### src/rtl/core/bsr_pkg.sv
// Bad sector recorder package: default sizes, register indexes and codes.
// Shared by the recorder top level and its divider.
package bsr_pkg;

  localparam int TABLE_ENTRIES_DEF = 126;
  localparam int BLOCK_BITS_DEF    = 24;
  localparam int DIVISOR_BITS      = 16;

  localparam logic [7:0]  SPT_RESET = 8'd32;
  localparam logic [15:0] SPC_RESET = 16'd608;
  localparam logic [6:0]  CLASS_MAX = 7'd127;

  typedef enum logic [1:0] {
    REG_SPT      = 2'd0,
    REG_SPC      = 2'd1,
    REG_SKIP_DEV = 2'd2,
    REG_SEVERE   = 2'd3
  } reg_index_t;

  typedef enum logic [1:0] {
    ST_OK        = 2'd0,
    ST_DUP       = 2'd1,
    ST_BAD_FULL  = 2'd2,
    ST_SKIP_FULL = 2'd3
  } status_t;

  typedef enum logic [1:0] {
    W_NONE   = 2'd0,
    W_BAD    = 2'd1,
    W_SKIP   = 2'd2,
    W_SEVERE = 2'd3
  } where_t;

  typedef enum logic [2:0] {
    K_CLEAR,
    K_SEVERE,
    K_FULL_BAD,
    K_FULL_SKIP,
    K_TABLE
  } kind_t;

  typedef enum logic [2:0] {
    S_IDLE,
    S_DIV_CYL,
    S_DIV_TRK,
    S_SCAN,
    S_DONE
  } state_t;

  localparam logic REQ_CLEAR = 1'b1;

endpackage

### src/rtl/core/bsr_div.sv
// Restoring divider, one quotient bit per cycle, for the block split.
// Uses bsr_pkg for the divisor width.
module bsr_div
  import bsr_pkg::*;
#(
  parameter int WN = BLOCK_BITS_DEF
) (
  input  logic                    clk,
  input  logic                    rst,
  input  logic                    start,
  input  logic [WN-1:0]           dividend,
  input  logic [DIVISOR_BITS-1:0] divisor,
  output logic                    done,
  output logic [WN-1:0]           quot,
  output logic [DIVISOR_BITS-1:0] rem
);

  localparam int CNTW = $clog2(WN + 1);

  logic                    busy;
  logic [CNTW-1:0]         cnt;
  logic [DIVISOR_BITS-1:0] dvs;
  logic [DIVISOR_BITS:0]   trial;
  logic                    fits;

  assign trial = {rem, quot[WN-1]};
  assign fits  = trial >= {1'b0, dvs};

  always_ff @(posedge clk) begin
    if (rst) begin
      busy <= 1'b0;
      done <= 1'b0;
      cnt  <= '0;
    end else begin
      done <= 1'b0;
      if (start) begin
        busy <= 1'b1;
        cnt  <= CNTW'(WN);
      end else if (busy) begin
        cnt <= cnt - 1'b1;
        if (cnt == CNTW'(1)) begin
          busy <= 1'b0;
          done <= 1'b1;
        end
      end
    end
  end

  always_ff @(posedge clk) begin
    if (start) begin
      quot <= dividend;
      rem  <= '0;
      dvs  <= divisor;
    end else if (busy) begin
      quot <= {quot[WN-2:0], fits};
      rem  <= fits ? DIVISOR_BITS'(trial - {1'b0, dvs}) : trial[DIVISOR_BITS-1:0];
    end
  end

endmodule

### config.mk
export PLATFORM = sky130hd
export DESIGN_NAME = bsr_div
export DESIGN_NICKNAME = d
export VERILOG_FILES = /design/src/rtl/core/bsr_pkg.sv /design/src/rtl/core/bsr_div.sv
export SDC_FILE = /design/constraint.sdc
export NUM_CORES = 1
export LEC_CHECK = 0
export BUFFER_PORTS_ARGS = -buffer_cell sky130_fd_sc_hd__clkbuf_2
export CAP_MARGIN = 5
export CORE_UTILIZATION = 57
export DETAILED_ROUTE_END_ITERATION = 8
export PLACE_DENSITY = 0.85
export SYNTH_ARGS = -nofsm -noshare
export SYNTH_HDL_FRONTEND = slang
export SYNTH_SLANG_ARGS = --single-unit
### constraint.sdc
create_clock -name clk -period 5.2 [get_ports clk]
set_input_delay 0.52 -clock clk [delete_from_list [all_inputs] [get_ports clk]]
set_output_delay 0.52 -clock clk [all_outputs]
set_load 0.01 [all_outputs]
==> results of run 1 <==
## stage by stage
step	utilization, %	cells	hold slack, ps	worst slack (ps)	power [mW]
4_1_cts	71.5	461	319	2710	1.24
3_3_place_gp	68.3	445	482	2610	0.844
2_1_floorplan	-	299	468	2960	0.777
6_report	71.5	461	338	2640	1.23
5_1_grt	71.5	461	320	2390	1.29
3_5_place_dp	68.3	445	492	2570	0.853
## logic make-up (layout without fill, tap and decap cells)
family | after synthesis | after routing | synth area share (%)
and+or+nand+nor | 70 | 70 | 10.2
buffers and inverters | 33 | 123 | 4.19
muxes | 36 | 36 | 11.6
adders and majority gates | 19 | 19 | 7.27
xor gates and xnor gates | 17 | 17 | 4.42
AOI/OAI and AO/OA | 61 | 61 | 13.1
DFF | 63 | 63 | 49.3
## placed cells by master (no fill, tap or decap), types with 3 or more instances in the layout
| master | synthesis | final |
|---|---|---|
| ha_1 | 18 | 18 |
| clkbuf_8 | 0 | 9 |
| a22oi_1 | 3 | 3 |
| inv_1 | 23 | 23 |
| dfxtp_1 | 23 | 23 |
| o21a_1 | 3 | 3 |
| nand2b_1 | 5 | 5 |
| xnor2_1 | 9 | 9 |
| mux2i_1 | 12 | 12 |
| o21ai_0 | 12 | 12 |
| clkbuf_2 | 0 | 83 |
| edfxtp_1 | 40 | 40 |
| xor2_1 | 8 | 8 |
| clkinvlp_4 | 0 | 4 |
| nor3_1 | 5 | 5 |
| nand2_1 | 20 | 20 |
| a211oi_1 | 8 | 8 |
| nor2_1 | 24 | 24 |
| a21oi_1 | 15 | 15 |
| nand3_1 | 3 | 3 |
| o31ai_1 | 3 | 3 |
| mux2_2 | 24 | 24 |
## power by group through the flow
stage                     clock network, mW  registers [mW]  logic [mW]
after global placement                    0           0.617       0.228
after CTS                             0.393           0.608       0.237
after global routing                  0.413           0.613       0.260
after floorplan                           0           0.622       0.155
final                                 0.382           0.607       0.236
after detailed placement                  0           0.618       0.235
## registers in the layout, indices dropped and copies added, names as in the netlist
signal  cells
done        1
quot       24
rem        16
cnt         5
dvs        16
busy        1
## final timing paths
check                      start                   end  slack [ps]  cells past startpoint
max           quot[23]$_DFFE_PP_  rem[14]$_SDFFE_PP0P_        2640                     10
min                   divisor[1]      dvs[1]$_DFFE_PP_         340                      1
max reg2reg   quot[23]$_DFFE_PP_  rem[14]$_SDFFE_PP0P_        2640                     10
min reg2reg  rem[1]$_SDFFE_PP0P_   rem[1]$_SDFFE_PP0P_         500                      2
## cell type report
| class | instances | area [um^2] | share of cell area, % |
|---|---|---|---|
| repair buffers | 84 | 423 | 10.5 |
| inverters | 23 | 86.3 | 2.15 |
| clock inverters | 7 | 56.3 | 1.40 |
| well taps | 72 | 90.1 | 2.25 |
| multi-input cells | 203 | 1570 | 39.1 |
| clock buffers | 9 | 124 | 3.09 |
| flip-flops and latches | 63 | 1660 | 41.4 |
## Yosys cell counts (all sizes together), types with 2 or more instances
master  number  area share [%]
edfxtp      40              36
nor2        26             3.5
mux2        24             8.0
dfxtp       23              14
inv         23             2.6
nand2       21             2.4
ha          18             6.7
a21oi       15             2.2
o21ai       13             1.9
mux2i       12             3.6
a211oi      10             2.7
xnor2        9             2.3
xor2         8             2.1
clkbuf       7            0.78
nor3         6             1.0
nand2b       5            0.93
o31ai        4             1.0
a22oi        3            0.67
buf          3            0.85
nand3        3            0.45
o21a         3            0.67
a21o         2            0.45
nand4        2            0.37
nor4b        2            0.52
o211ai       2            0.45
o21ba        2            0.59
or2          2            0.37
## worst max-delay path, cell delays in order, from the launching register on
cell	delay (ps)
edfxtp_1	380
inv_1	60
ha_1	220
fa_1	400
nand2b_1	170
a21oi_1	250
o21a_1	210
a41oi_1	200
o21ai_0	290
xnor2_1	100
o31ai_1	180
## routing by layer
layer / track usage [%] / up-vias / routed length [um]
li1: - / 1255 / -
met1: 26.7 / 1148 / 2920
met2: 37.7 / 58 / 3290
met3: 7.93 / 14 / 284
met4: 10.4 / 0 / 138
met5: 0 / - / 0
==> reports/results.ini, run 1 <==
[power_and_ir_drop]
seqPwrFrac_pct = 49.5
p_leak_nw = 1.81
switchingPower_mw = 0.362
clock_power_share_pct = 31.2
power.share.switching_pct = 29.6
power_density_nw_per_um2 = 306
p_comb_share_pct = 19.3
peakVddDrop_v = 0.000195
cellInternalPower_mw = 0.863

[grt]
antenna_found_initial = 0
grt.total_usage_pct = 22.8
grt_overflow = 0
grt_max_degree = 62
grt_pass1_wl_um = 10600
first_global_vias = 2380

[drt]
first_pass_iters = 4
viasPerCell = 5.37
finalWirelength_um = 6630
avgRoutedWirePerCell_um = 14.4
drt_iter0_drc = 119
vias = 2475
drcViolationCount = 0
drtAntennaViolNets = 0

[setup_path]
cp_max_fo = 3
required_ps = 5460
start_kind = register
critPathArrivalTime_ps = 2820
end_kind = register
worstSetupPathType = register to register

[die]
rows = 27
die_h_um = 78.9
chipWidth_um = 78.9
start_util_pct = 60.1
core_area_um2 = 5610
io_pins = 84
dieArea_um2 = 6230

[clock_tree]
htree_levels = 3
cts_tree = built
cts_resized = 0
cts_buffer_depth = 2
cts-root-buf = clkbuf_8
cts_hold_buf = 0
post-cts-setup-buffer-count = 0
clk_pin_slew_ps = 80
clk_latency_ps = 350
cts.sinks = 63
cts_buffers = 9

[layout]
postLayoutCellArea_um2 = 4010
drive_gt1_share_pct = 35.0
syn_to_final_growth_pct = 18.9
fin_nets = 446
antenna_cells = 0
fill_cells = 432

[synthesis]
ys_types = 49
synth_edf_count = 40
synthArstFlopShare_pct = 0
synth_fp_nets = 361
yosys_warnings = 0
synth_ff_type = edfxtp_1
synthesis.instances = 299
synth-seq-cells = 63
avgSynthCellArea_um2 = 11.3
syn_area_um2 = 3370
ys_seq_area_share_pct = 49.3

[timing]
slew_viol_final = 0
tns_ps = 0
clock_skew_ps = 13.4
slew_headroom_pct = 33.8
hold_violations = 0
setup-violations-final = 0
layout_min_cycle_time_ps = 2560
fmax_mhz = 391
worstMarginPinSlew_ps = 991
period_share_pct = 49.2
rsz0062_at_grt = no

[placed_design]
hpwlAfterDp_um = 4730
post_dp_cell_area_um2 = 3830
portBuffers = 83
gp_congestion = 0.857

[hold_path]
hold_path_class = input port to register

[job]
cap_violations = 0

[outcome]
status = complete, no violations

No activity file was read; power rests on OpenSTA's default activity.
==> run 2: changes to the inputs <==
Settings changed: CORE_UTILIZATION 57 to 48, PLACE_DENSITY 0.85 to 0.76.
Clock period 5.2 ns to 2.35 ns, I/O delays scaled along.
==> run 2 against run 1 <==
Effect of this change: the flow now finishes with violations (DRC); worst setup slack worse by 2600 ps; register-to-register slack worse by 2600 ps; core utilization down 6.4 points; via count up 7.3%; first-iteration DRC count up 47%; global-route usage down 2.9 points; critical path type unchanged; largest cell class is now multi-input combinational cells.
==> reports/results.ini, run 2 (synthesized netlist as in run 1, its figures left out) <==
[drt]
first_pass_iters = 7
finalWirelength_um = 7760
viasPerCell = 5.22
drcViolationCount = 2
vias = 2655
drtAntennaViolNets = 0
drt_iter0_drc = 175
avgRoutedWirePerCell_um = 15.2

[outcome]
status = finished, violations left
violations = DRC

[clock_tree]
cts_buffer_depth = 2
cts.sinks = 63
htree_levels = 3
clk_pin_slew_ps = 70
clk_latency_ps = 340
cts_buffers = 9
cts_tree = built
cts-root-buf = clkbuf_8

[die]
die_h_um = 85.8
io_pins = 84
chipWidth_um = 85.8
dieArea_um2 = 7360
core_area_um2 = 6790
rows = 30
start_util_pct = 49.6

[placed_design]
dp_cells = 481
portBuffers = 83
dpl_worst_slack_ps = -41.0
gp_congestion = 0.830
hpwlAfterDp_um = 5140

[timing]
slew_headroom_pct = 58.6
tns_ps = 0
layout_min_cycle_time_ps = 2280
clock_skew_ps = 6.82
hold_violations = 0
setup-violations-final = 0
slew_viol_final = 0
worstMarginPinSlew_ps = 622
period_share_pct = 97.0
finalWorstSetupSlack_ps = 69.5
fmax_mhz = 438

[layout]
top_regs = quot: 24 flops, dvs: 16 flops, rem: 16 flops
utilization_pct = 65.1
layout_commonest_cell = clkbuf_2
syn_to_final_growth_pct = 31.1
fin_nets = 470
drive_gt1_share_pct = 41.6
top_register = quot
layout.cells.non_filler = 509
antenna_cells = 0
final_cell_mix = clkbuf_2 (83), edfxtp_1 (40), nor2_1 (24), mux2_2 (24)
largest_register_ffs = 24

[setup_path]
start_kind = register
reg2reg_to = rem[10]$_SDFFE_PP0P_
r2r_start = quot[23]$_DFFE_PP_
reg2reg_slack_ps = 70
crit_chain = inv_1 -> ha_1 -> fa_2 -> nand2b_4 -> a21oi_4 -> o21a_1 -> a41oi_2 -> xnor2_1 -> mux2i_1 -> a211oi_2
critPathArrivalTime_ps = 2540
reg2regPathDepth = 10
cpPeakStageDelay_ps = 370
end_kind = register
critPathSlowestCell = fa_2
worstSetupPathType = register to register
cp_max_fo = 3
required_ps = 2610

[grt]
grt.total_usage_pct = 19.8
grt_pass1_wl_um = 11200
first_global_vias = 2395
grt_max_degree = 26
antenna_found_initial = 0
grt_overflow = 0

[job]
cap_violations = 0

[hold_path]
hold_path_end = dvs[7]$_DFFE_PP_
whs_path_depth = 1
hold_path_class = input port to register
hold_start = divisor[7]

[power_and_ir_drop]
p_total_mw = 2.92
p_leak_nw = 1.96
power_density_nw_per_um2 = 660
peakVddDrop_v = 0.000308

run 2: how the worst max path moves through the flow:
stage	startpoint	end	slack (ps)
after global routing	dvs[5]$_DFFE_PP_	rem[0]$_SDFFE_PP0P_	-60
final	quot[23]$_DFFE_PP_	rem[10]$_SDFFE_PP0P_	70
after floorplan	quot[23]$_DFFE_PP_	rem[14]$_SDFFE_PP0P_	110
after global placement	quot[23]$_DFFE_PP_	rem[14]$_SDFFE_PP0P_	40
after CTS	dvs[9]$_DFFE_PP_	rem[0]$_SDFFE_PP0P_	0.8
after detailed placement	quot[23]$_DFFE_PP_	rem[14]$_SDFFE_PP0P_	-40
run 2: repair_timing:
item                       CTS  global route
setup buffers                0            10
cloned                       1             1
pin swaps                    1            12
gates resized for setup      1            20
hold buffers                 0             0
setup endpoints to repair    3            15
run 2: area by class of cell:
type	count	area, um^2
timing repair buffer	106	613
inverter	23	86.3
multi-input combinational	205	1740
sequential	63	1660
tap	96	120
clock inverter	7	73.8
fill	535	2370
clock buffer	9	124
run 2: layer usage:
metal / global-route usage [%] / routed length (um)
met1: 26.6 / 3500
met3: 4.43 / 287
met4: 8.18 / 129
met5: 0 / 0
met2: 31.2 / 3840
run 2: critical path: cells and delay by family, from the launching register on:
family	cells	cell delay, ps
buffers and inverters	1	50
XOR/XNOR	1	190
AO/OA/AOI/OAI	4	750
adder cells (fa/ha/maj)	2	590
AND/OR/NAND/NOR	1	160
flip-flops	1	350
multiplexers	1	110
run 2: power breakdown:
| group | switching, mW | internal, mW |
|---|---|---|
| logic | 0.331 | 0.305 |
| clock network | 0.454 | 0.489 |
| registers | 0.0604 | 1.28 |
run 2: stage by stage:
| step | hold slack [ps] | cell area (um^2) |
|---|---|---|
| 6_report | 61.0 | 4420 |
| 5_1_grt | 49.3 | 4420 |
| 4_1_cts | 54.1 | 4160 |
| 3_5_place_dp | 414 | 3950 |
| 3_3_place_gp | 411 | 3950 |
| 2_1_floorplan | 307 | 3370 |
==> run 3: changes to the inputs <==
Settings changed: ABC_AREA from default to 1, CORE_UTILIZATION 48 to 49.
==> run 3 against run 2 <==
Effect of this change: worst setup slack better by 150 ps; hold slack better by 7.0 ps; global-route usage is 3.7 points higher; the flow now finishes without violations; largest power group unchanged; flip-flop and latch count stayed put; die area is 6.1% higher; critical endpoint is now rem[14]$_SDFFE_PP0P_; maximum frequency is 6.9% higher; register-to-register slack better by 150 ps.
==> reports/results.ini, run 3 <==
[timing]
layout_min_cycle_time_ps = 2130
fmax_mhz = 469
hold_ws_ps = 68.0
setup-violations-final = 0
finalWorstSetupSlack_ps = 217
worstMarginPinSlew_ps = 669
slew_headroom_pct = 55.3
hold_violations = 0
rsz0062_at_grt = no
clock_skew_ps = 11.0
slew_viol_final = 0
tns_ps = 0
period_share_pct = 90.8

[synthesis]
synth_ff_type = edfxtp_1
syn_area_um2 = 3660
synth_common_cells = nand2_1 (193), inv_1 (74), edfxtp_1 (40)
synthTopCellsByArea = edfxtp_1 (33%), nand2_1 (20%), dfxtp_1 (13%)
avgSynthCellArea_um2 = 7.60
synthArstFlopShare_pct = 0
yosysTopAreaCell = edfxtp_1
synth-seq-cells = 63
synthesis.instances = 481
ys_types = 35
synth_edf_count = 40
synth.most_common_cell = nand2_1
synth_fp_nets = 543
yosys_warnings = 0
netlist.area_leader.share_pct = 32.8
ys_seq_area_share_pct = 45.4

[clock_tree]
cts_hold_buf = 0
clk_pin_slew_ps = 70
cts.sinks = 63
cts_tree = built
clk_latency_ps = 340
post-cts-setup-buffer-count = 0
cts_buffer_depth = 2
cts-root-buf = clkbuf_8
cts_buffers = 9
cts_resized = 0
htree_levels = 3

[grt]
first_global_vias = 3115
grt.total_usage_pct = 23.6
grt_overflow = 0
met3_usage_pct = 7.56
met1_usage_pct = 29.6
use_met2_pct = 38.0
grt_max_degree = 37
grt.busiest_layer = met2
grt_pass1_wl_um = 14000
antenna_found_initial = 0

[layout]
antenna_cells = 0
layout_commonest_cell = nand2_1
top_register = quot
final_cell_mix = nand2_1 (193), clkbuf_2 (83), inv_1 (74)
postLayoutCellArea_um2 = 4340
syn_to_final_growth_pct = 18.6
top_regs = quot: 24 flops, dvs: 16 flops, rem: 16 flops
fin_nets = 631
largest_register_ffs = 24
drive_gt1_share_pct = 20.2

[die]
core_area_um2 = 7210
rows = 31
chipWidth_um = 88.4
die_h_um = 88.4
start_util_pct = 50.7
io_pins = 84
dieArea_um2 = 7810

[drt]
avgRoutedWirePerCell_um = 12.4
first_pass_iters = 5
drcViolationCount = 0
finalWirelength_um = 8360
drt_iter0_drc = 239
vias = 3298
drtAntennaViolNets = 0
viasPerCell = 4.90

[placed_design]
gp_congestion = 0.945
post_dp_cell_area_um2 = 4170
dpl_worst_slack_ps = 265
hpwlAfterDp_um = 6200
portBuffers = 83

[job]
cap_violations = 0

[setup_path]
critPathArrivalTime_ps = 2370
cp_max_fo = 4
reg2reg_slack_ps = 220
end_kind = register
required_ps = 2580
worstSetupPathType = register to register
start_kind = register

[power_and_ir_drop]
power_density_nw_per_um2 = 574
peakVddDrop_v = 0.000436
p_leak_nw = 2.35

[hold_path]
hold_path_class = input port to register

[outcome]
status = complete, no violations

## run 3: kinds of logic after synthesis
family | count (synthesis) | share of synthesized area (%)
AND/OR/NAND/NOR | 278 | 32.4
buffers and inverters | 87 | 9.34
flip-flops | 63 | 45.4
AO/OA/AOI/OAI | 27 | 4.45
adder cells (fa/ha/maj) | 19 | 6.71
XOR/XNOR | 7 | 1.68
## run 3: path summary, 6_finish.rpt
kind                                     startpoint                    to  depth (start not counted)
worst max register to register   quot[23]$_DFFE_PP_  rem[14]$_SDFFE_PP0P_                         11
worst min-delay path                    divisor[10]     dvs[10]$_DFFE_PP_                          1
worst min register to register  cnt[3]$_SDFFE_PP0P_   cnt[3]$_SDFFE_PP0P_                          2
worst max-delay path             quot[23]$_DFFE_PP_  rem[14]$_SDFFE_PP0P_                         11
## run 3: layout make-up
type,count,area [um^2]
clock inverters,6,36.3
well taps,99,124
repair buffers,87,445
multi-input cells,331,1650
fillers,674,2880
inverters,77,289
flip-flops and latches,63,1660
clock buffers,10,128
## run 3: critical path, cell delays in order, from the launching register on
cell and delay, ps:
edfxtp_1 400, inv_1 100, ha_1 230, fa_1 430
nor2_1 120, nor2_1 100, o21ai_1 220, nand2_1 120
nand3_1 120, nand3_2 70, nand2_1 70, nand2_1 40
## run 3: per-layer routing
metal | vias up | part of all wire [%]
met3 | 17 | 7.0
met1 | 1474 | 46
li1 | 1697 | -
met4 | 0 | 3.0
met2 | 110 | 44
met5 | - | 0
## run 3: power by group
part           internal [mW]  switching (mW)  total [mW]  leakage (nW)
registers               1.27          0.0399        1.31         0.590
clock network          0.379           0.431       0.810        0.0878
logic                  0.141           0.232       0.373          1.68
total                   1.79           0.702        2.49          2.35
## run 3: stage by stage
stage	std cells	power, mW	utilization (%)
3_3_place_gp	657	1.69	57.9
2_1_floorplan	481	1.55	-
3_5_place_dp	657	1.70	57.9
5_1_grt	673	2.62	60.1
4_1_cts	673	2.52	60.1
6_report	673	2.49	60.1
