--- src/rtl/core/bsr_ram.sv ---
// Generic single-write, single-read synchronous RAM with registered read data.
// No dependencies.
module bsr_ram #(
  parameter int W = 8,
  parameter int D = 16,
  localparam int AW = $clog2(D > 1 ? D : 2)
) (
  input  logic          clk,
  input  logic          we,
  input  logic [AW-1:0] waddr,
  input  logic [W-1:0]  wdata,
  input  logic [AW-1:0] raddr,
  output logic [W-1:0]  rdata
);

  logic [W-1:0] mem [D];

  always_ff @(posedge clk) begin
    if (we) begin
      mem[waddr] <= wdata;
    end
    rdata <= mem[raddr];
  end

endmodule

--- config.mk ---
export PLATFORM = sky130hd
export DESIGN_NAME = bsr_ram
export DESIGN_NICKNAME = d
export VERILOG_FILES = /design/src/rtl/core/bsr_ram.sv
export SDC_FILE = /design/constraint.sdc
export NUM_CORES = 1
export LEC_CHECK = 0
export ABC_AREA = 1
export BUFFER_PORTS_ARGS = -buffer_cell sky130_fd_sc_hd__buf_2
export CAP_MARGIN = 20
export CORE_MARGIN = 4
export CORE_UTILIZATION = 56
export CTS_CLUSTER_SIZE = 30
export DETAILED_ROUTE_END_ITERATION = 12
export PLACE_DENSITY = 0.74
export SYNTH_ARGS = -nofsm -noshare
export SYNTH_HDL_FRONTEND = slang
export SYNTH_SLANG_ARGS = --single-unit
--- constraint.sdc ---
create_clock -name clk -period 1.5 [get_ports clk]
set_input_delay 0.15 -clock clk [delete_from_list [all_inputs] [get_ports clk]]
set_output_delay 0.15 -clock clk [all_outputs]
set_load 0.005 [all_outputs]
==> impl_summary.log, run 1 <==
INFO  metric cts_tree = yes
INFO  metric post-route-drc-count = 0
INFO  metric mostFrequentLayoutCell = nand2_1
INFO  metric worstHoldPathType = input port to flop
INFO  metric grt.overflow.total = 0
INFO  metric total_vias_in_the_final_route = a little under 4000
INFO  metric worst_ep_required_time = between 1 and 1.5 ns
INFO  metric floorplan.die.width = 109 µm
INFO  metric drt-wirelength-per-cell = approximately 18 µm
INFO  metric critical_path_buf_inv_count = 1
INFO  metric finalCritPeriodShare = ~74%
INFO  metric synthDominantCellAreaShare = 66.7%
INFO  metric mapped_avg_cell_area = between 10 and 15 µm²
INFO  metric report.final.setup_viol = 0
INFO  metric top_signal_layer_used = met4
INFO  metric hold-path-cell-count = 1
INFO  metric postCtsSetupBuffers = 0
INFO  metric max_stage_delay = 0.33 ns
INFO  metric placed_cell_area = 6110 µm²
INFO  metric top_level_ports = 26
INFO  metric place_congestion = 0.847
INFO  metric rsz0062_at_grt = no
INFO  metric grt_first_pass_wirelength = 20.4 mm
INFO  metric final_hold_viol_count = 0
INFO  metric layout_min_cycle_time = approximately 1.1 ns
INFO  metric power_total = just under 0.009 W
INFO  metric timing.critical_path.cells = buf_2
INFO  metric htree_levels = 4
INFO  metric clk_root_buffer_cell = clkbuf_8
INFO  metric die_h = roughly 110 µm
INFO  metric first_global_vias = approximately 3700
INFO  metric final_report_max_slew_violation_count = 0
INFO  metric most-common-layout-cells = 173 x nand2_1, 128 x edfxtp_1, 100 x inv_1
INFO  metric drt-pass1-iter-count = 5
INFO  metric syn_to_final_growth = 15.9%
INFO  metric cp_slowest_cell = dfxtp_1
INFO  metric routed_wl = between 10 and 15 mm
INFO  metric synth.ff_latch_count = roughly 140
INFO  metric clock_path_buffers = 2
INFO  metric cts-buffers-inserted = 17
INFO  metric grt_max_degree = 34
INFO  metric detail_route.iter0.violations = about 370
INFO  metric route.antenna.remaining_nets = 0
INFO  metric floorplan.rows = 36
INFO  metric tightestPinTransition = 0.530 ns
INFO  metric crit_fanout = 1
INFO  metric worst_skew_pair_later_pin_latency = approximately 0.52 ns
INFO  metric synthTopCellsByArea = edfxtp_1 67%, nand2_1 11%, nand3_1 8.4%
INFO  metric grt_antenna_before_repair = 0
INFO  metric numClockSinks = ~140
INFO  metric core_region_area = 9910 µm²
INFO  metric cpLargestDelayFamily = flip-flops
INFO  metric buffer_ports.inserted = 25
INFO  metric synth_area = slightly below 6000 µm²
INFO  metric leakagePower = ~2.9 nW
INFO  metric wl_met2 = roughly 6.2 mm
INFO  metric num_antenna_cells = 0
INFO  metric setup_slack = between 0.3 and 0.4 ns
INFO  metric design.final.nets = 616
INFO  metric timing.setup.tns = 0 ns
INFO  metric result_of_the_run = completed
INFO  metric fin_worst_skew = roughly 0.0057 ns
INFO  metric yosys_warnings = 0
INFO  metric final_layout_size_suffix_gt1_share = 13.6%
INFO  metric synth.distinct_cells = 12
INFO  metric fmaxAchievable = between 900 and 1000 MHz
INFO  metric irDropWorstVdd = approximately 880 µV
INFO  metric synthesis.instances = 551
INFO  metric worst_ep_arrival_time = between 0.9 and 1 ns
INFO  metric dpl.hpwl = 8.13 mm
INFO  metric path_clk_slew = about 0.06 ns
INFO  metric global_route.usage.total = between 20% and 30%
INFO  metric synth_nets = about 570
INFO  metric r2r_cells = 6
INFO  metric detail_route.wirelength.met1 = about 5.5 mm
INFO  metric dieArea = about 12000 µm²
INFO  metric cp_num_cells = 1
INFO  metric initial_utilization = 58.2%
INFO  metric cp-end-kind = primary output
INFO  metric detailedPlace.worstSlack = around 0.14 ns
INFO  metric route.detailed.vias_per_inst = approximately 5.3
INFO  metric timing.max_slew.rel_slack = between 60% and 70%
INFO  metric finished_core_util = 67.5%
INFO  metric final_standard_cell_area_without_fillers = approximately 6700 µm²
INFO  metric power_per_cell_area = roughly 1300 nW/µm²
INFO  metric critPathKind = flop to primary output
INFO  metric routed_wire_length_on_met3 = 1.04 mm
INFO  metric max_cap_viol_count = 0
INFO  metric synth.largest_area_cell = edfxtp_1
INFO  metric synth.yosys.seq_area_share = 69.4%
INFO  metric timing.critical_path.from_type = flop
==> cell type report <==
class,instances,area [µm²]
Sequential cell,136,4000
Fill cell,741,3220
Multi-Input combinational cell,289,1210
Clock buffer,20,435
Inverter,102,383
Timing Repair Buffer,52,355
Tap cell,133,166
Clock inverter,12,128
==> worst paths after layout <==
check                  startpoint                    to  slack, ns
max              rdata[2]$_DFF_P_              rdata[2]       0.39
min                      wdata[0]  mem[11][0]$_DFFE_PP_       0.04
max reg2reg   mem[3][7]$_DFFE_PP_      rdata[7]$_DFF_P_       0.40
min reg2reg  mem[14][4]$_DFFE_PP_      rdata[4]$_DFF_P_       0.67
==> synth_stat cells <==
cell,number
buf_1,1
buf_2,13
nand2_1,173
edfxtp_1,128
nand3b_1,2
dfxtp_1,8
buf_4,4
buf_6,6
inv_1,100
inv_2,2
nor2_1,17
nand3_1,97
==> per-stage QoR <==
| stage | hold WS, ns | std cells |
|---|---|---|
| global placement | 0.521 | 711 |
| detailed placement | 0.514 | 711 |
| global route | 0.0287 | 744 |
| finish | 0.0436 | 744 |
| CTS | 0.0283 | 744 |
| floorplan | 0.249 | 551 |
==> per-layer routing <==
layer / vias up / GRT usage (%)
met5: - / 0
met4: 0 / 11.2
met3: 26 / 5.87
met2: 188 / 36.0
met1: 1869 / 32.6
li1: 1872 / -
==> cells by family after synthesis <==
group / after synthesis / synth area share [%]
buffers and inverters: 126 / 9.52
flip-flops: 136 / 69.4
AND/OR/NAND/NOR: 289 / 21.0
==> where the power goes <==
part | internal, W | leakage [nW] | switching, W
combinational | 0.000165 | 1.44 | 0.000372
sequential | 0.00425 | 1.22 | 0.0000222
clock | 0.00240 | 0.267 | 0.00152
==> sequential cells by signal, summed over array words and instances, names as in the netlist <==
name   cells
mem      128
rdata      8
==> what timing repair did <==
item / in CTS / in global routing
gates resized for setup: 0 / 0
endpoints found under the hold margin: 2 / 0
hold buffers: 1 / 0
No activity file was read; power rests on OpenSTA's default activity.
==> run 2: changes to the inputs <==
Settings changed: CORE_UTILIZATION 56 to 55, PLACE_DENSITY 0.74 to 0.75.
Clock period 1.5 ns to 0.9 ns, I/O delays scaled along.
==> run 2 against run 1 <==
Net effect: the run now ends with negative setup slack left; combinational power rose by 110%; global-route usage rose by 1.1 points; cell count rose by 2.3%; sequential cell count did not move; power rose by 75%; clock skew rose by 0.0015 ns; clock power rose by 79%; critical path depth did not move; worst hold slack got worse by 0.015 ns; critical endpoint is now rdata[7]; highest routed layer unchanged.
==> impl_summary.log, run 2 (synthesized netlist as in run 1, its figures left out) <==
INFO  metric cts_tree = yes
INFO  metric max_stage_delay = 0.33 ns (about the same)
INFO  metric cp-end-kind = primary output
INFO  metric worstHoldPathType = input port to flop
INFO  metric rsz0062_at_grt = yes
INFO  metric max_cap_viol_count = 0 (unchanged)
INFO  metric registers.top_by_ff_count = mem
INFO  metric grt.overflow.total = 0 (unchanged)
INFO  metric die_h = 110 µm (+0.84%)
INFO  metric floorplan.rows = 37 (+2.8%)
INFO  metric timing.critical_path.cells = buf_2
INFO  metric num_antenna_cells = 0 (unchanged)
INFO  metric core_region_area = 10300 µm² (+3.7%)
INFO  metric most-common-layout-cells = 165 x nand2_1, 128 x edfxtp_1, 97 x inv_1
INFO  metric clock_path_buffers = 2 (unchanged)
INFO  metric crit_fanout = 1 (unchanged)
INFO  metric setup_slack = -0.185 ns (-0.576 ns)
INFO  metric initial_utilization = 56.1% (-2.1 points)
INFO  metric grt_antenna_before_repair = 0 (unchanged)
INFO  metric place_congestion = 0.927 (+9.4%)
INFO  metric total_vias_in_the_final_route = 4080 (+3.2%)
INFO  metric cts-buffers-inserted = 17 (unchanged)
INFO  metric timing.critical_path.from_type = flop
INFO  metric layout_top_registers = mem (128), rdata (8)
INFO  metric numClockSinks = 136 (unchanged)
INFO  metric leakagePower = 3.15 nW (+7.7%)
INFO  metric floorplan.die.width = 110 µm (+0.84%)
INFO  metric fmaxAchievable = between 900 and 1000 MHz
INFO  metric cp_slowest_cell = dfxtp_1
INFO  metric fin_worst_skew = 0.00720 ns (+0.00149 ns)
INFO  metric largest_register_ffs = 128 (unchanged)
INFO  metric critical_path_buf_inv_count = 1 (unchanged)
INFO  metric clk_root_buffer_cell = clkbuf_8
INFO  metric route.antenna.remaining_nets = 0 (unchanged)
INFO  metric irDropWorstVdd = 1400 µV (+59%)
INFO  metric post-route-drc-count = 0 (unchanged)
INFO  metric result_of_the_run = complete, but fails checks
INFO  metric top_level_ports = 26 (unchanged)
INFO  metric mostFrequentLayoutCell = nand2_1
INFO  metric drt-wirelength-per-cell = 18.1 µm (+2.7%)
INFO  metric timing.max_slew.rel_slack = 74.2% (+9.6 points)
INFO  metric worst_skew_pair_later_pin_latency = 0.53 ns (about the same)
INFO  metric syn_to_final_growth = 26.4%
INFO  metric report.final.setup_viol = 16 (+16)
INFO  metric violations = negative setup slack
INFO  metric design.final.nets = 630 (+2.3%)
INFO  metric power_per_cell_area = 2100 nW/µm² (+61%)
INFO  metric finalCritPeriodShare = 121%
INFO  metric layout_min_cycle_time = ~1.1 ns
INFO  metric first_global_vias = 4162 (+12%)
INFO  metric grt_max_degree = 63 (+85%)
INFO  metric critPathKind = flop to primary output
INFO  metric finished_core_util = 71.0% (+3.5 points)
INFO  metric routed_wl = 13.8 mm (+5.0%)
INFO  metric drt-pass1-iter-count = 5 (unchanged)
INFO  metric dieArea = 12200 µm² (+1.7%)
INFO  metric worst_ep_arrival_time = 0.99 ns (+0.03 ns)
INFO  metric cpLargestDelayFamily = flip-flops
INFO  metric final_layout_size_suffix_gt1_share = 28.2% (+15 points)
INFO  metric fin_hold_ws = 0.0285 ns (-0.0151 ns)
INFO  metric dpl.hpwl = 8.24 mm (+1.4%)
INFO  metric path_clk_slew = 0.06 ns (about the same)
INFO  metric route.detailed.vias_per_inst = 5.36 (+0.86%)
INFO  metric htree_levels = 4 (unchanged)
INFO  metric grt_first_pass_wirelength = 21.7 mm (+6.6%)
INFO  metric global_route.usage.total = 24.9% (+1.1 points)
INFO  metric buffer_ports.inserted = 25 (unchanged)
INFO  metric final_report_max_slew_violation_count = 0 (unchanged)
INFO  metric tightestPinTransition = 0.387 ns (-0.143 ns)
INFO  metric worst_ep_required_time = 0.81 ns (-0.54 ns)
INFO  metric detail_route.iter0.violations = 394 (+6.2%)
INFO  metric fillers = 691 (-6.7%)
INFO  metric final_hold_viol_count = 0 (unchanged)
-- run 2: worst reg2reg max path: stages (launching register included) --
cell,delay (ns)
edfxtp_1,0.38
nand2_1,0.10
nand2_1,0.08
nand2_1,0.10
nand3_2,0.09
nand3_2,0.09
nand2_1,0.05
-- run 2: metrics by stage --
| stage | instances | setup TNS (ns) | total power (W) | area, µm² | setup slack, ns |
|---|---|---|---|---|---|
| after global routing | 761 | -2.20 | 0.0158 | 7290 | -0.204 |
| after detailed placement | 720 | -24.01 | 0.00819 | 6230 | -0.264 |
| after floorplan | 551 | -11.03 | 0.00776 | 5790 | -0.119 |
| after CTS | 761 | -1.57 | 0.0153 | 7100 | -0.188 |
| after global placement | 720 | -20.58 | 0.00816 | 6230 | -0.243 |
| final | 761 | -1.54 | 0.0153 | 7290 | -0.185 |
-- run 2: worst paths after layout --
| check | from | to | slack, ns | cells after the start |
|---|---|---|---|---|
| worst max-delay path | rdata[7]$_DFF_P_ | rdata[7] | -0.18 | 1 |
| worst min-delay path | raddr[2] | rdata[5]$_DFF_P_ | 0.03 | 5 |
| worst max register to register | mem[3][1]$_DFFE_PP_ | rdata[1]$_DFF_P_ | -0.10 | 6 |
| worst min register to register | mem[1][6]$_DFFE_PP_ | rdata[6]$_DFF_P_ | 0.69 | 6 |
-- run 2: timing repair --
item	CTS	global route
setup buffers	0	0
pin swaps	22	20
hold buffers	9	0
gates resized for setup	41	44
cloned	0	0
endpoints found under the setup margin	16	16
endpoints found under the hold margin	119	0
-- run 2: where the power goes --
group	switching, W	internal (W)	total [W]
Clock	0.00253	0.00449	0.00702
Combinational	0.000729	0.000410	0.00114
Sequential	0.0000547	0.00709	0.00714
-- run 2: metal layers --
layer	GRT usage (%)	routed length, µm
met1	31.9	5450
met2	39.8	6750
met3	6.12	1110
met4	12.1	452
met5	0	0
-- run 2: area by class of cell --
type                    count  area, µm²  share of cell area [%]
clock buffers              20        425                    5.83
clock inverters            12        178                    2.44
inverters                 102        383                    5.25
multi-input cells         289       1570                    21.6
flip-flops and latches    136       4010                    55.0
well taps                 136        170                    2.33
repair buffers             66        549                    7.53
==> run 3: changes to the inputs <==
Settings changed: ABC_AREA 1 to unset, BUFFER_PORTS_ARGS -buffer_cell sky130_fd_sc_hd__buf_2 to -buffer_cell sky130_fd_sc_hd__buf_4, CORE_UTILIZATION 55 to 54, CTS_BUF_LIST set to sky130_fd_sc_hd__clkbuf_4 sky130_fd_sc_hd__clkbuf_8 sky130_fd_sc_hd__clkbuf_16, PLACE_DENSITY 0.75 to 0.74.
==> run 3 against run 2 <==
Net effect: combinational power down 21%; setup slack worse by 0.27 ns; fmax down 20%; synthesized cell count down 58%; largest cell class unchanged; clock power about the same; synthesized area down 11%; the run still ends with negative setup slack left; register-to-register slack worse by 0.36 ns; die area down 8.4%; count of clock-buffer cells in the layout down 1; critical path depth up 2.
==> impl_summary.log, run 3 <==
INFO  metric finished_core_util = 72.4% (+1.5 points)
INFO  metric finalCritPeriodShare = 151% (+30 points)
INFO  metric timing.max_slew.rel_slack = 33.6% (-41 points)
INFO  metric synth_edf_count = 128 (unchanged)
INFO  metric die_h = 106 µm (-4.3%)
INFO  metric timing.setup.tns = -4.11 ns (-2.57 ns)
INFO  metric postCtsSetupBuffers = 0 (unchanged)
INFO  metric drt-wirelength-per-cell = 24.0 µm (+33%)
INFO  metric cts_tree = yes
INFO  metric detail_route.iter0.violations = 213 (-46%)
INFO  metric route.antenna.remaining_nets = 0 (unchanged)
INFO  metric worst_skew_pair_later_pin_latency = 0.51 ns (-0.02 ns)
INFO  metric report.final.setup_viol = 16 (unchanged)
INFO  metric final_report_max_slew_violation_count = 0 (unchanged)
INFO  metric htree_levels = 4 (unchanged)
INFO  metric max_cap_viol_count = 0 (unchanged)
INFO  metric initial_utilization = 55.7% (-0.40 points)
INFO  metric r2r_setup_slack = -0.46 ns (-0.36 ns)
INFO  metric irDropWorstVdd = 1590 µV (+13%)
INFO  metric timing.critical_path.from_type = flop
INFO  metric crit_fanout = 1 (unchanged)
INFO  metric routed_wl = 10.7 mm (-22%)
INFO  metric numClockSinks = 136 (unchanged)
INFO  metric final_hold_viol_count = 0 (unchanged)
INFO  metric path_clk_slew = 0.06 ns (about the same)
INFO  metric largest_register_ffs = 128 (unchanged)
INFO  metric synth_nets = 247 (-57%)
INFO  metric dpl.hpwl = 6.20 mm (-25%)
INFO  metric r2r_cells = 3 (-3)
INFO  metric violations = negative setup slack
INFO  metric detailedPlace.worstSlack = -0.602 ns (-0.339 ns)
INFO  metric worst_ep_arrival_time = 1.74 ns (+0.75 ns)
INFO  metric fillers = 528 (-24%)
INFO  metric hold-path-cell-count = 4 (-1)
INFO  metric yosys_warnings = 0 (unchanged)
INFO  metric worstHoldPathType = input port to flop
INFO  metric mostFrequentLayoutCell = edfxtp_1
INFO  metric first_global_vias = 2746 (-34%)
INFO  metric top_level_ports = 26 (unchanged)
INFO  metric tightestPinTransition = 0.994 ns (+0.607 ns)
INFO  metric cp-end-kind = flop
INFO  metric core_region_area = 9240 µm² (-10%)
INFO  metric synthDominantCellAreaShare = 74.7% (+8.0 points)
INFO  metric ys_top_cells_by_count = 128 x edfxtp_1, 18 x mux4_2, 16 x a22oi_1
INFO  metric synth.yosys.seq_area_share = 77.8% (+8.4 points)
INFO  metric total_vias_in_the_final_route = 2588 (-37%)
INFO  metric grt.overflow.total = 0 (unchanged)
INFO  metric synth_area = 5150 µm² (-11%)
INFO  metric drt-pass1-iter-count = 4 (-1)
INFO  metric post-route-drc-count = 0 (unchanged)
INFO  metric most-common-layout-cells = 128 x edfxtp_1, 35 x buf_4, 32 x mux4_2
INFO  metric clk_root_buffer_cell = clkbuf_8
INFO  metric fin_worst_skew = 0.00744 ns (+0.000241 ns)
INFO  metric buffer_ports.inserted = 25 (unchanged)
INFO  metric dieArea = 11200 µm² (-8.4%)
INFO  metric floorplan.die.width = 106 µm (-4.3%)
INFO  metric synth.distinct_cells = 19 (+7)
INFO  metric mapped_avg_cell_area = 22.5 µm² (+110%)
INFO  metric floorplan.rows = 35 (-5.4%)
INFO  metric final_layout_size_suffix_gt1_share = 47.2% (+19 points)
INFO  metric grt_max_degree = 22 (-65%)
INFO  metric grt_antenna_before_repair = 0 (unchanged)
INFO  metric num_antenna_cells = 0 (unchanged)
INFO  metric critPathKind = flop to flop
INFO  metric fmaxAchievable = 737 MHz (-20%)
INFO  metric synth.largest_area_cell = edfxtp_1
INFO  metric design.final.nets = 321 (-49%)
INFO  metric async_set_or_reset_flop_fraction_in_the_synthesized_netlist = 0% (unchanged)
INFO  metric synthesis.instances = 229 (-58%)
INFO  metric layout_min_cycle_time = 1.36 ns (+0.272 ns)
INFO  metric place_congestion = 0.711 (-23%)
INFO  metric registers.top_by_ff_count = mem
INFO  metric cts-buffers-inserted = 17 (unchanged)
INFO  metric worst_ep_required_time = 1.29 ns (+0.48 ns)
INFO  metric setup_slack = -0.457 ns (-0.272 ns)
INFO  metric power_per_cell_area = 2250 nW/µm² (+7.1%)
INFO  metric clock_path_buffers = 2 (unchanged)
INFO  metric route.detailed.vias_per_inst = 5.82 (+8.5%)
INFO  metric post-synth-top-count-cell = edfxtp_1
INFO  metric synthTopCellsByArea = edfxtp_1 75%, mux4_2 7.9%, mux4_1 7.1%
INFO  metric grt_first_pass_wirelength = 16.9 mm (-22%)
INFO  metric syn_to_final_growth = 30.0%
INFO  metric rsz0062_at_grt = yes
INFO  metric leakagePower = 2.23 nW (-29%)
INFO  metric global_route.usage.total = 21.3% (-3.5 points)
INFO  metric layout_top_registers = mem (128), rdata (8)
INFO  metric synth.ff_latch_count = 136 (unchanged)
INFO  metric dominantRegCellSynth = edfxtp_1
INFO  metric result_of_the_run = complete, but fails checks
==> run 3: metal layers <==
| metal | global-route usage (%) | up-vias | share of wire (%) |
|---|---|---|---|
| met5 | 0 | - | 0 |
| li1 | - | 1109 | - |
| met4 | 6.94 | 0 | 1.4 |
| met1 | 27.9 | 1351 | 39 |
| met2 | 35.1 | 113 | 54 |
| met3 | 6.00 | 15 | 6.1 |
==> run 3: path summary, 6_finish.rpt <==
check                        from                   to
max           mem[2][3]$_DFFE_PP_     rdata[3]$_DFF_P_
min                      waddr[0]  mem[8][6]$_DFFE_PP_
max reg2reg   mem[2][3]$_DFFE_PP_     rdata[3]$_DFF_P_
min reg2reg  mem[12][1]$_DFFE_PP_     rdata[1]$_DFF_P_
==> run 3: area by class of cell <==
cell class	count	area [µm²]	share of cell area, %
clock buffers	19	442	6.60
clock inverters	13	166	2.49
multi-input cells	83	1160	17.3
flip-flops and latches	136	4010	59.9
well taps	129	161	2.41
repair buffers	65	757	11.3
==> run 3: cells by family (layout without fill, tap and decap cells) <==
family / after synthesis / after routing / share of synthesized area, %
compound gates: 16 / 16 / 2.33
buf+inv: 10 / 97 / 1.68
simple gates: 35 / 35 / 3.18
mux: 32 / 32 / 15.0
flops: 136 / 136 / 77.8
==> run 3: per-stage QoR <==
step	power [W]	std cells	hold WS, ns	area, µm²
2_1_floorplan	0.00767	229	0.189	5250
3_3_place_gp	0.00806	405	0.390	5960
3_5_place_dp	0.00810	405	0.410	5960
4_1_cts	0.0151	445	0.140	6690
5_1_grt	0.0155	445	0.141	6690
6_report	0.0150	445	0.159	6690
==> run 3: worst max-delay path, cell delays in order (launching register included) <==
cell and delay [ns]:
edfxtp_1 0.40, mux4_2 0.50, a22oi_2 0.23, nand2_1 0.11
==> run 3: report_power, final <==
part | switching, W | internal (W)
combinational | 0.000445 | 0.000460
sequential | 0.0000533 | 0.00708
clock | 0.00261 | 0.00440
==> run 3: repair_timing <==
action	CTS	global route
pin swaps	1	2
hold buffers	8	0
setup endpoints to repair	16	16
endpoints found under the hold margin	128	0
resized for setup	11	2
